**src/rtl/core/bcc_pkg.sv**
```systemverilog
// ----------------------------------------------------------------------------
// bcc_pkg
// shared types and constants of the button click classifier
// ----------------------------------------------------------------------------
package bcc_pkg;

	localparam int unsigned TIMER_W    = 16;
	localparam int unsigned LEVEL_BITS = 3;
	localparam int unsigned IDX_W      = 2;
	localparam int unsigned CODE_W     = 2;
	localparam int unsigned REG_IDX_W  = 2;

	localparam logic [TIMER_W-1:0] TIMER_MAX = 16'hffff;

	localparam logic [TIMER_W-1:0] DEBOUNCE_RST = 16'd20;
	localparam logic [TIMER_W-1:0] DOUBLE_RST   = 16'd500;
	localparam logic [TIMER_W-1:0] LONG_RST     = 16'd1000;

	typedef enum logic [0:0] {
		CMD_TICK = 1'b0,
		CMD_READ = 1'b1
	} cmd_t;

	typedef enum logic [CODE_W-1:0] {
		EV_NONE   = 2'd0,
		EV_SINGLE = 2'd1,
		EV_DOUBLE = 2'd2,
		EV_LONG   = 2'd3
	} event_t;

	typedef enum logic [REG_IDX_W-1:0] {
		REG_DEBOUNCE = 2'd0,
		REG_DOUBLE   = 2'd1,
		REG_LONG     = 2'd2
	} reg_idx_t;

	typedef struct packed {
		logic                  command;
		logic [LEVEL_BITS-1:0] key_levels;
		logic [IDX_W-1:0]      key_index;
	} in_item_t;

	typedef struct packed {
		logic [CODE_W-1:0]     event_code;
		logic [LEVEL_BITS-1:0] pending_mask;
	} out_item_t;

	typedef struct packed {
		logic [TIMER_W-1:0] debounce_ticks;
		logic [TIMER_W-1:0] double_click_ticks;
		logic [TIMER_W-1:0] long_press_ticks;
	} cfg_t;

	// per-lane command, already qualified by the input transfer
	typedef struct packed {
		logic tick;
		logic down;
		logic rd;
	} lane_cmd_t;

	typedef struct packed {
		logic              pend_next;
		logic [CODE_W-1:0] rd_code;
	} lane_stat_t;

endpackage

```
**src/rtl/core/bcc_key_lane.sv**
```systemverilog
// ----------------------------------------------------------------------------
// bcc_key_lane
// per-key click state machine with debounce, double-click and long-press timer
// ----------------------------------------------------------------------------
module bcc_key_lane
	import bcc_pkg::*;
(
	input  logic       clk,
	input  logic       arst_n,
	input  cfg_t       cfg,
	input  lane_cmd_t  cmd,
	output lane_stat_t stat
);

	typedef enum logic [2:0] {
		PH_RELEASED = 3'd0,
		PH_DEBOUNCE = 3'd1,
		PH_PRESSED  = 3'd2,
		PH_WAIT2    = 3'd3,
		PH_LONG     = 3'd4,
		PH_IGNORE   = 3'd5
	} phase_t;

	phase_t             phase_q, phase_d;
	logic [TIMER_W-1:0] timer_q, timer_d, timer_inc;
	logic               pend_q, pend_d;
	event_t             latched_q, latched_d;
	logic               click_q, click_d;

	assign timer_inc = (timer_q == TIMER_MAX) ? TIMER_MAX : timer_q + 16'd1;

	always_comb begin
		phase_d   = phase_q;
		timer_d   = timer_q;
		pend_d    = pend_q;
		latched_d = latched_q;
		click_d   = click_q;
		if (cmd.tick) begin
			case (phase_q)
				PH_RELEASED: begin
					if (cmd.down) begin
						phase_d = PH_DEBOUNCE;
						timer_d = '0;
					end
				end
				PH_DEBOUNCE: begin
					if (cmd.down) begin
						timer_d = timer_inc;
						if (timer_inc >= cfg.debounce_ticks) begin
							phase_d = PH_PRESSED;
							timer_d = '0;
						end
					end else begin
						phase_d = PH_RELEASED;
					end
				end
				PH_PRESSED: begin
					if (cmd.down) begin
						timer_d = timer_inc;
						if (timer_inc >= cfg.long_press_ticks && !pend_q) begin
							latched_d = EV_LONG;
							pend_d    = 1'b1;
							click_d   = 1'b0;
							phase_d   = PH_LONG;
						end
					end else if (timer_q < cfg.long_press_ticks) begin
						phase_d = PH_WAIT2;
						timer_d = '0;
						click_d = 1'b1;
					end else begin
						phase_d = PH_RELEASED;
					end
				end
				PH_WAIT2: begin
					if (cmd.down) begin
						if (timer_q <= cfg.double_click_ticks && click_q) begin
							latched_d = EV_DOUBLE;
							pend_d    = 1'b1;
							click_d   = 1'b0;
							phase_d   = PH_IGNORE;
						end else begin
							phase_d = PH_DEBOUNCE;
							timer_d = '0;
							click_d = 1'b0;
						end
					end else begin
						timer_d = timer_inc;
						if (timer_inc > cfg.double_click_ticks) begin
							if (click_q) begin
								latched_d = EV_SINGLE;
								pend_d    = 1'b1;
							end
							phase_d = PH_RELEASED;
						end
					end
				end
				PH_LONG, PH_IGNORE: begin
					if (!cmd.down) begin
						phase_d = PH_RELEASED;
					end
				end
				default: begin
					phase_d = PH_RELEASED;
				end
			endcase
		end else if (cmd.rd && pend_q) begin
			pend_d    = 1'b0;
			latched_d = EV_NONE;
		end
	end

	assign stat.pend_next = pend_d;
	assign stat.rd_code   = (cmd.rd && pend_q) ? latched_q : EV_NONE;

	always_ff @(posedge clk or negedge arst_n) begin
		if (!arst_n) begin
			phase_q   <= PH_RELEASED;
			timer_q   <= '0;
			pend_q    <= 1'b0;
			latched_q <= EV_NONE;
			click_q   <= 1'b0;
		end else begin
			phase_q   <= phase_d;
			timer_q   <= timer_d;
			pend_q    <= pend_d;
			latched_q <= latched_d;
			click_q   <= click_d;
		end
	end

endmodule

```
**src/rtl/core/bcc_merge.sv**
```systemverilog
// ----------------------------------------------------------------------------
// bcc_merge
// combines lane status into the result item and holds the output register
// ----------------------------------------------------------------------------
module bcc_merge
	import bcc_pkg::*;
#(
	parameter int unsigned NUM_KEYS = 3
) (
	input  logic                      clk,
	input  logic                      arst_n,
	input  logic                      in_valid,
	output logic                      in_ready,
	output logic                      in_xfer,
	input  lane_stat_t [NUM_KEYS-1:0] stat,
	output logic                      out_valid,
	input  logic                      out_ready,
	output out_item_t                 out_item
);

	out_item_t             res_d;
	logic [CODE_W-1:0]     code_any;
	logic [LEVEL_BITS-1:0] mask_d;
	logic                  out_valid_q;
	out_item_t             out_item_q;

	assign in_ready = !out_valid_q || out_ready;
	assign in_xfer  = in_valid && in_ready;

	// at most one lane drives a nonzero read code
	always_comb begin
		code_any = EV_NONE;
		for (int k = 0; k < NUM_KEYS; k++) begin
			code_any = code_any | stat[k].rd_code;
		end
	end

	for (genvar b = 0; b < LEVEL_BITS; b++) begin : g_mask
		if (b < NUM_KEYS) begin : g_on
			assign mask_d[b] = stat[b].pend_next;
		end else begin : g_off
			assign mask_d[b] = 1'b0;
		end
	end

	assign res_d.event_code   = code_any;
	assign res_d.pending_mask = mask_d;

	always_ff @(posedge clk or negedge arst_n) begin
		if (!arst_n) begin
			out_valid_q <= 1'b0;
		end else if (in_xfer) begin
			out_valid_q <= 1'b1;
		end else if (out_ready) begin
			out_valid_q <= 1'b0;
		end
	end

	always_ff @(posedge clk) begin
		if (in_xfer) begin
			out_item_q <= res_d;
		end
	end

	assign out_valid = out_valid_q;
	assign out_item  = out_item_q;

endmodule

```
**src/rtl/core/button_click_classifier_unit.sv**
```systemverilog
// ----------------------------------------------------------------------------
// button_click_classifier_unit
// single, double and long press classifier for a row of buttons
// ----------------------------------------------------------------------------
// Items enter on in_valid/in_ready. A tick item advances every key by one
// tick using key_levels; a read item returns the latched event of key_index
// and clears it. Each item gives exactly one result on out_valid/out_ready:
// event_code (zero on tick) and the mask of keys with unread events.
// The result is captured in the output register at the transfer. Throughput
// is one item per cycle while out_ready keeps up, set by one key state
// update per lane per cycle; all keys run as parallel lanes.
// While a result waits and out_ready is low, in_ready is low and the result
// holds; a result that is taken in the same cycle frees room for a new item.
// Registers are written through cfg_we/cfg_index/cfg_wdata with no wait;
// index 3 is ignored. Reset puts every key in the released phase, clears
// timers and events, and loads debounce 20, double-click 500, long 1000.
// ----------------------------------------------------------------------------
module button_click_classifier_unit
	import bcc_pkg::*;
#(
	parameter int unsigned NUM_KEYS = 3
) (
	input  logic                 clk,
	input  logic                 arst_n,
	input  logic                 in_valid,
	output logic                 in_ready,
	input  in_item_t             in_item,
	output logic                 out_valid,
	input  logic                 out_ready,
	output out_item_t            out_item,
	input  logic                 cfg_we,
	input  logic [REG_IDX_W-1:0] cfg_index,
	input  logic [TIMER_W-1:0]   cfg_wdata
);

	cfg_t                      cfg_q;
	logic                      in_xfer;
	lane_cmd_t  [NUM_KEYS-1:0] lane_cmd;
	lane_stat_t [NUM_KEYS-1:0] lane_stat;

	always_ff @(posedge clk or negedge arst_n) begin
		if (!arst_n) begin
			cfg_q.debounce_ticks     <= DEBOUNCE_RST;
			cfg_q.double_click_ticks <= DOUBLE_RST;
			cfg_q.long_press_ticks   <= LONG_RST;
		end else if (cfg_we) begin
			case (cfg_index)
				REG_DEBOUNCE: cfg_q.debounce_ticks     <= cfg_wdata;
				REG_DOUBLE:   cfg_q.double_click_ticks <= cfg_wdata;
				REG_LONG:     cfg_q.long_press_ticks   <= cfg_wdata;
				default:      ;
			endcase
		end
	end

	for (genvar k = 0; k < NUM_KEYS; k++) begin : g_lane
		if (k < LEVEL_BITS) begin : g_lvl
			assign lane_cmd[k].down = in_item.key_levels[k];
		end else begin : g_nolvl
			assign lane_cmd[k].down = 1'b0;
		end
		assign lane_cmd[k].tick = in_xfer && (in_item.command == CMD_TICK);
		assign lane_cmd[k].rd   = in_xfer && (in_item.command == CMD_READ)
			&& (32'(in_item.key_index) == 32'(k));

		bcc_key_lane u_lane (
			.clk    (clk),
			.arst_n (arst_n),
			.cfg    (cfg_q),
			.cmd    (lane_cmd[k]),
			.stat   (lane_stat[k])
		);
	end

	bcc_merge #(
		.NUM_KEYS (NUM_KEYS)
	) u_merge (
		.clk       (clk),
		.arst_n    (arst_n),
		.in_valid  (in_valid),
		.in_ready  (in_ready),
		.in_xfer   (in_xfer),
		.stat      (lane_stat),
		.out_valid (out_valid),
		.out_ready (out_ready),
		.out_item  (out_item)
	);

endmodule

```
**config.mk**
```make
export PLATFORM = sky130hd
export DESIGN_NAME = button_click_classifier_unit
export DESIGN_NICKNAME = d
export VERILOG_FILES = /design/src/rtl/core/bcc_pkg.sv /design/src/rtl/core/bcc_key_lane.sv /design/src/rtl/core/bcc_merge.sv /design/src/rtl/core/button_click_classifier_unit.sv
export SDC_FILE = /design/constraint.sdc
export NUM_CORES = 1
export LEC_CHECK = 0
export BUFFER_PORTS_ARGS = -buffer_cell sky130_fd_sc_hd__buf_2
export CAP_MARGIN = 5
export CORE_UTILIZATION = 60
export CTS_CLUSTER_DIAMETER = 100
export CTS_CLUSTER_SIZE = 30
export DETAILED_ROUTE_END_ITERATION = 12
export GPL_TIMING_DRIVEN = 0
export PLACE_DENSITY_LB_ADDON = 0.1
export SLEW_MARGIN = 20
export SYNTH_ARGS = -nofsm -noshare
export SYNTH_HDL_FRONTEND = slang
export SYNTH_SLANG_ARGS = --single-unit
```
**constraint.sdc**
```tcl
create_clock -name clk -period 6.9 [get_ports clk]
set_clock_uncertainty 0.1 [all_clocks]
set_input_delay 1.38 -clock clk [delete_from_list [all_inputs] [get_ports clk]]
set_output_delay 1.38 -clock clk [all_outputs]
set_load 0.02 [all_outputs]
```
# Word level (Yosys, flattened, before mapping)
# Index checks and enable logic that the tools add are counted.
dict set report totals {
  memories 0
  wordCells 296
  latchBits 0
  rom_bits 0
  in_bits 29
  ramBits 0
  out_inout_bits 7
  reg_bits 123
}
dict set report op_classes {
  reduce_logical 53
  n_div 0
  n_eq_ne 67
  n_addsub 3
  n_mux 134
  magnitude_cmp 15
  shift 0
  bitwise_logic 3
  mul 0
}
# cell count
set op_table {}
lappend op_table {{16-bit 2-to-1 mux} 24}
lappend op_table {{16-bit case mux with 4 select lines} 3}
lappend op_table {{16-bit greater-or-equal comparator} 6}
lappend op_table {{3-bit 2-to-1 mux} 27}
lappend op_table {{2-bit 2-to-1 mux} 30}
lappend op_table {{16-bit by 1-bit adder with 16-bit output, second input constant} 3}
lappend op_table {{16-bit == test, second input constant} 3}
lappend op_table {{16-bit greater-than comparator} 3}
lappend op_table {{16-bit less-or-equal comparator} 3}
lappend op_table {{16-bit < comparator} 3}
lappend op_table {{3-bit case mux with 5 select lines} 3}
lappend op_table {{3-bit by 2-bit inequality test with 1-bit output, second input constant} 14}
lappend op_table {{1-bit 2-to-1 mux} 38}
lappend op_table {{6-bit AND reduction} 6}
lappend op_table {{2-bit inequality test, second input constant} 12}
lappend op_table {{3-bit inequality test, second input constant} 8}
lappend op_table {{4-bit by 3-bit inequality test with 1-bit output, second input constant} 6}
lappend op_table {{7-bit AND reduction} 3}
lappend op_table {{3-bit by 2-bit == test with 1-bit output, second input constant} 6}
lappend op_table {{3-bit == test, second input constant} 6}
lappend op_table {{1-bit logical AND} 15}
lappend op_table {{5-bit AND reduction} 3}
lappend op_table {{2-bit nonzero test} 7}
lappend op_table {{4-bit inequality test, second input constant} 3}
lappend op_table {{15 further kinds} 40}

# Logic depth before layout (Yosys ltp)
dict set report depth {
  ltp_word 9
  ltp_mapped 18
  depth_no_buf 16
}

# By module
# A second synthesis with hierarchy kept.
dict set report hier_totals {
  hier_cells 1399
  area_unflattened_um2 12483.2
}
# module seq_area_each_um2 cells_each instances area_each_um2
set by_module_without_submodules {}
lappend by_module_without_submodules {{bcc_key_lane at g_lane[0].u_lane ...} 575.6 425 2 3465.8}
lappend by_module_without_submodules {{bcc_key_lane at g_lane[2].u_lane} 575.6 431 1 3474.6}
lappend by_module_without_submodules {button_click_classifier_unit 1218.7 107 1 1863.0}
lappend by_module_without_submodules {bcc_merge 175.2 11 1 214.0}

# Least setup slack after synthesis
# OpenSTA, ideal clock, no wires.
dict set report synth_timing {
  kind {reg2reg}
  start {register g_lane[2].u_lane.timer_q[0]}
  end {register g_lane[2].u_lane.latched_q[0]}
  n_path_buf 2
  stages_incl_launch_ff 18
  required_time_ps 6675
  arrival_time_ps 3779
  period_less_slack_ps 4004
  setup_ps 125
  path_slack_ps 2896
  path_cell_list {dfrtp_1 -> ha_1 -> and3_1 -> nand3_1 -> nor3_1 -> nand4_1 -> clkbuf_1 -> clkbuf_1 -> nand2_1 -> ha_1 -> a21o_1 -> nand3_1 -> a21oi_1 -> or4b_1 -> o31ai_1 -> a22oi_1 -> o22a_1 -> mux2_4}
}
dict set report synth_between {
  elab_chain_cells 6
  word_cells_on_any_way 12
  classes_between {add/sub: 1; order compare: 3; eq/ne: 4; mux: 1; reduce/logical: 3}
}
# element line
set synth_rtl {}
lappend synth_rtl {{from (decl)} bcc_key_lane.sv:25} ;# logic [TIMER_W-1:0] timer_q, timer_d, timer_inc;
lappend synth_rtl {{from (signal assigned)} bcc_key_lane.sv:124} ;# timer_q <= timer_d;
lappend synth_rtl {{16-bit by 1-bit adder with 16-bit output or 16-bit == test (tied branches)} bcc_key_lane.sv:30} ;# assign timer_inc = (timer_q == TIMER_MAX) ? TIMER_MAX : timer_q + 16'd1;
lappend synth_rtl {{16-bit 2-to-1 mux} bcc_key_lane.sv:30}
lappend synth_rtl {{16-bit greater-or-equal comparator} bcc_key_lane.sv:60} ;# if (timer_inc >= cfg.long_press_ticks && !pend_q) begin
lappend synth_rtl {{1-bit logical AND} bcc_key_lane.sv:60}
lappend synth_rtl {{3-bit by 2-bit inequality test with 1-bit output (no source line)} -}
lappend synth_rtl {{7-bit AND reduction (no source line) *} -}
lappend synth_rtl {{to (signal assigned)} bcc_key_lane.sv:126} ;# latched_q <= latched_d;
lappend synth_rtl {{to (decl)} bcc_key_lane.sv:27} ;# event_t latched_q, latched_d;
# Mark *: on every way between the ends. The rest lies on a longest branch, timed or not.
# A chain may end at the register's enable or synchronous reset.

# Worst setup path in the final report
dict set report layout_timing {
  start {register g_lane[2].u_lane.timer_q[1]}
  end {register g_lane[2].u_lane.timer_q[7]}
}
dict set report layout_between {
  elab_chain_cells 6
  word_cells_on_any_way 15
  classes_between {add/sub: 1; order compare: 3; eq/ne: 3; mux: 6; reduce/logical: 2}
}
# element line
set layout_rtl {}
lappend layout_rtl {{16-bit by 1-bit adder with 16-bit output or 16-bit == test (tied branches)} bcc_key_lane.sv:30}
lappend layout_rtl {{16-bit 2-to-1 mux} bcc_key_lane.sv:30}
lappend layout_rtl {{16-bit greater-or-equal comparator} bcc_key_lane.sv:49} ;# if (timer_inc >= cfg.debounce_ticks) begin
lappend layout_rtl {{16-bit 2-to-1 mux} bcc_key_lane.sv:49}
lappend layout_rtl {{16-bit 2-to-1 mux} bcc_key_lane.sv:47} ;# if (cmd.down) begin
lappend layout_rtl {{16-bit case mux with 4 select lines} bcc_key_lane.sv:39} ;# case (phase_q)
# Parallel ways exist; a longest one is shown, timed or not. The select of a mux whose other input is x is not followed.

==> results.cfg <==
[status]
status = finished, final reports clean

[final_layout]
layout-drive-gt1-share = 0.114
final_util = 0.678
multiInputGateArea_um2 = 8150
syn2layout_area_growth_pct = 9.65
layout.nets = 1607
diodes = 0
fillCellCount = 1572
fin_cells = 1611
area.sequential_um2 = 3120

[clock_tree]
cts_tree = yes
cts.sinks = 123
clockBufferDepth = 2
ctsHoldBuffers = 0
root_buffer = clkbuf_16
h-tree-depth = 4
ctsResizeCount = 0
cts_setup_buffers = 0
cts.reportedPaths.clkPinSlew_ns = 0.08
numCtsBuffers = 17
clock_latency_ns = 0.45

[grt]
grt_pass1_wl_mm = 52.7
antenna_found_initial = 0
grt.total_usage = 0.352
grt_start_max_net_pins = 70
grt_overflow = 0
grt_pass1_vias = 9608

[synth]
yosys_warnings = 0
synth_common_cells = ha_1 (240), nand2_1 (122), a21oi_1 (108)
postSynthAreaPerCell_um2 = 9.10
yosys.area.top_type_share = 0.257
ys_types = 82
async_reset_ff_frac = 0.959
syn_nets = 1553
synth-main-ff-cell = dfrtp_1
synth.area.top_cells = ha_1 (26%), dfrtp_1 (22%), a21oi_1 (4.6%)
synth_area_um2 = 11700
yosysSeqAreaShare = 0.267
synth-edff-count = 5
netlist_instances = 1284
synth_area_leader_cell = ha_1
synth_seq_cells = 123
synth.most_common_cell = ha_1

[pwr]
power.density_nw_per_um2 = 265
vdd_drop_max_v = 0.000201
internal_power_mw = 1.92
clockPowerShare = 0.275
p_sw_mw = 1.47
combPwrFrac = 0.429
power_frac_seq = 0.296
p_leak_nw = 6.53
swShare = 0.435

[setup_path]
cp_max_fo = 10
arrival_ns = 5.24
start_kind = flop
rr_endpoint = g_lane[2].u_lane.timer_q[7]$_DFFE_PN0P_
critPathRequiredTime_ns = 7.12
r2r_setup_slack_ns = 1.88
end_kind = flop
reg2regPathDepth = 18
worstReg2RegStart = g_lane[2].u_lane.timer_q[1]$_DFFE_PN0P_
worstSetupPathType = reg -> reg

[placed_design]
globalplace.congestion = 0.949
dpl.cell_count = 1579
io_buffers = 34
place_hpwl_mm = 25.2

[worst_hold_path]
min_path_type = reg -> reg
whs_path_depth = 1
hold_end = g_lane[0].u_lane.latched_q[0]$_DFFE_PN0P_
worstHoldStart = g_lane[0].u_lane.latched_q[0]$_DFFE_PN0P_

[sta]
setup_viol = 0
max_freq_mhz = 199
hold_violations = 0
finalCriticalPeriod_ns = 5.02
rsz0062_at_grt = no
finalMaxSlewViolations = 0
fin_setup_tns_ns = 0
slew_headroom = 0.492
period_share = 0.728
worst_pin_slew_ns = 0.761

[route]
first_iter_violations = 957
wl_mm = 34.1
vias_per_cell = 6.42
top_layer = met4
wl_met1_mm = 14.5
ant_nets = 0
dr_wl_met3_mm = 2.19
dr_total_vias = 10338
post_drt_wl_per_cell_um = 21.1
drc = 0
wl_met2_mm = 15.8
first_pass_iters = 7

[floorplan]
num_rows = 50
fp.dieH_um = 142
initial_utilization = 0.618
die_area_um2 = 20000
die_w_um = 142
fp.coreArea_um2 = 18900
ios = 36

[job]
max_cap_viol_count = 0
## worst max-delay path, cell delays in order (launching register included)
cell and delay, ns:
dfrtp_1 0.44, ha_1 0.21, and3_1 0.22, nand3_1 0.14, nor3_1 0.42, nand4_1 0.35
clkbuf_1 0.34, clkbuf_1 0.28, nand2_1 0.18, ha_1 0.16, nand2_1 0.05, o21ai_0 0.17
a21oi_1 0.09, o21ai_1 0.17, a31oi_1 0.21, a21oi_1 0.56, clkbuf_1 0.43, a21oi_1 0.08
mux2_1 0.30
## cell type report
type / instances / area share
tap: 260 / 0.0254
multi-input combinational: 1058 / 0.637
buffer: 31 / 0.0106
sequential: 123 / 0.244
clock buffer: 17 / 0.0332
timing repair buffer: 35 / 0.0159
inverter: 72 / 0.0211
clock inverter: 15 / 0.0135
## worst max path at each step
| stage | startpoint | end | slack, ns | cells after the start |
|---|---|---|---|---|
| 2_1_floorplan | g_lane[2].u_lane.timer_q[0]$_DFFE_PN0P_ | g_lane[2].u_lane.latched_q[0]$_DFFE_PN0P_ | 2.90 | 17 |
| 3_3_place_gp | g_lane[2].u_lane.timer_q[0]$_DFFE_PN0P_ | g_lane[2].u_lane.timer_q[7]$_DFFE_PN0P_ | 2.02 | 18 |
| 3_5_place_dp | g_lane[2].u_lane.timer_q[0]$_DFFE_PN0P_ | g_lane[2].u_lane.timer_q[7]$_DFFE_PN0P_ | 2.02 | 18 |
| 4_1_cts | g_lane[2].u_lane.timer_q[1]$_DFFE_PN0P_ | g_lane[2].u_lane.timer_q[7]$_DFFE_PN0P_ | 1.98 | 18 |
| 5_1_grt | g_lane[2].u_lane.timer_q[0]$_DFFE_PN0P_ | g_lane[2].u_lane.timer_q[10]$_DFFE_PN0P_ | 1.39 | 18 |
| 6_report | g_lane[2].u_lane.timer_q[1]$_DFFE_PN0P_ | g_lane[2].u_lane.timer_q[7]$_DFFE_PN0P_ | 1.88 | 18 |
## cell usage in the layout, fill, tap and decap left out, types with 6 or more instances in the layout
| cell | n |
|---|---|
| a211o_1 | 8 |
| a211oi_1 | 15 |
| a21o_1 | 34 |
| a21oi_1 | 108 |
| a22o_1 | 17 |
| a31oi_1 | 11 |
| and3_1 | 21 |
| buf_2 | 39 |
| clkbuf_1 | 23 |
| clkbuf_16 | 17 |
| dfrtp_1 | 104 |
| dfstp_2 | 14 |
| ha_1 | 240 |
| inv_1 | 71 |
| inv_8 | 6 |
| mux2_1 | 10 |
| mux2_2 | 40 |
| mux2i_1 | 6 |
| nand2_1 | 122 |
| nand2b_1 | 16 |
| nand3_1 | 45 |
| nand4_1 | 39 |
| nor2_1 | 62 |
| nor2b_1 | 15 |
| nor3_1 | 20 |
| nor3b_1 | 8 |
| nor4_1 | 8 |
| o211ai_1 | 11 |
| o21a_1 | 9 |
| o21ai_0 | 55 |
| o21ai_1 | 10 |
| or3_1 | 6 |
| xnor2_1 | 14 |
| xor2_1 | 16 |
## flip-flops by register name (all words and copies together) (netlist names)
signal                   cells
cfg_q                       48
g_lane.u_lane.timer_q       48
g_lane.u_lane.phase_q        9
g_lane.u_lane.latched_q      6
u_merge.out_item             5
g_lane.u_lane.click_q        3
g_lane.u_lane.pend_q         3
u_merge.out_valid            1
## power groups by stage
stage          sequential [mW]  combinational (mW)  clock (mW)
4_1_cts                  0.998                1.43       0.934
2_1_floorplan            0.963                1.01           0
5_1_grt                   1.02                1.62       0.961
3_5_place_dp              1.01                1.42           0
6_report                  1.00                1.45       0.932
3_3_place_gp              1.01                1.37           0
## through the flow
stage / setup slack, ns / area [µm²] / total power, mW / hold slack [ns]
4_1_cts: 1.98 / 12800 / 3.36 / 0.391
3_3_place_gp: 2.02 / 12200 / 2.37 / 0.372
3_5_place_dp: 2.02 / 12200 / 2.42 / 0.375
5_1_grt: 1.39 / 12800 / 3.60 / 0.407
6_report: 1.88 / 12800 / 3.39 / 0.391
2_1_floorplan: 2.90 / 11700 / 1.97 / 0.358
## layer usage
metal,up-vias,GRT usage
li1,4934,-
met1,4926,0.449
met2,379,0.577
met3,99,0.0607
met4,0,0.177
met5,-,0
## cell families after synthesis
| group | after synthesis | synth area share |
|---|---|---|
| buffers and inverters | 103 | 0.0347 |
| adder cells (fa/ha/maj) | 240 | 0.257 |
| multiplexers | 58 | 0.0559 |
| XOR/XNOR | 30 | 0.0225 |
| AO/OA/AOI/OAI | 338 | 0.192 |
| AND/OR/NAND/NOR | 392 | 0.171 |
| flip-flops | 123 | 0.267 |
No activity file was read; power rests on OpenSTA's default activity.
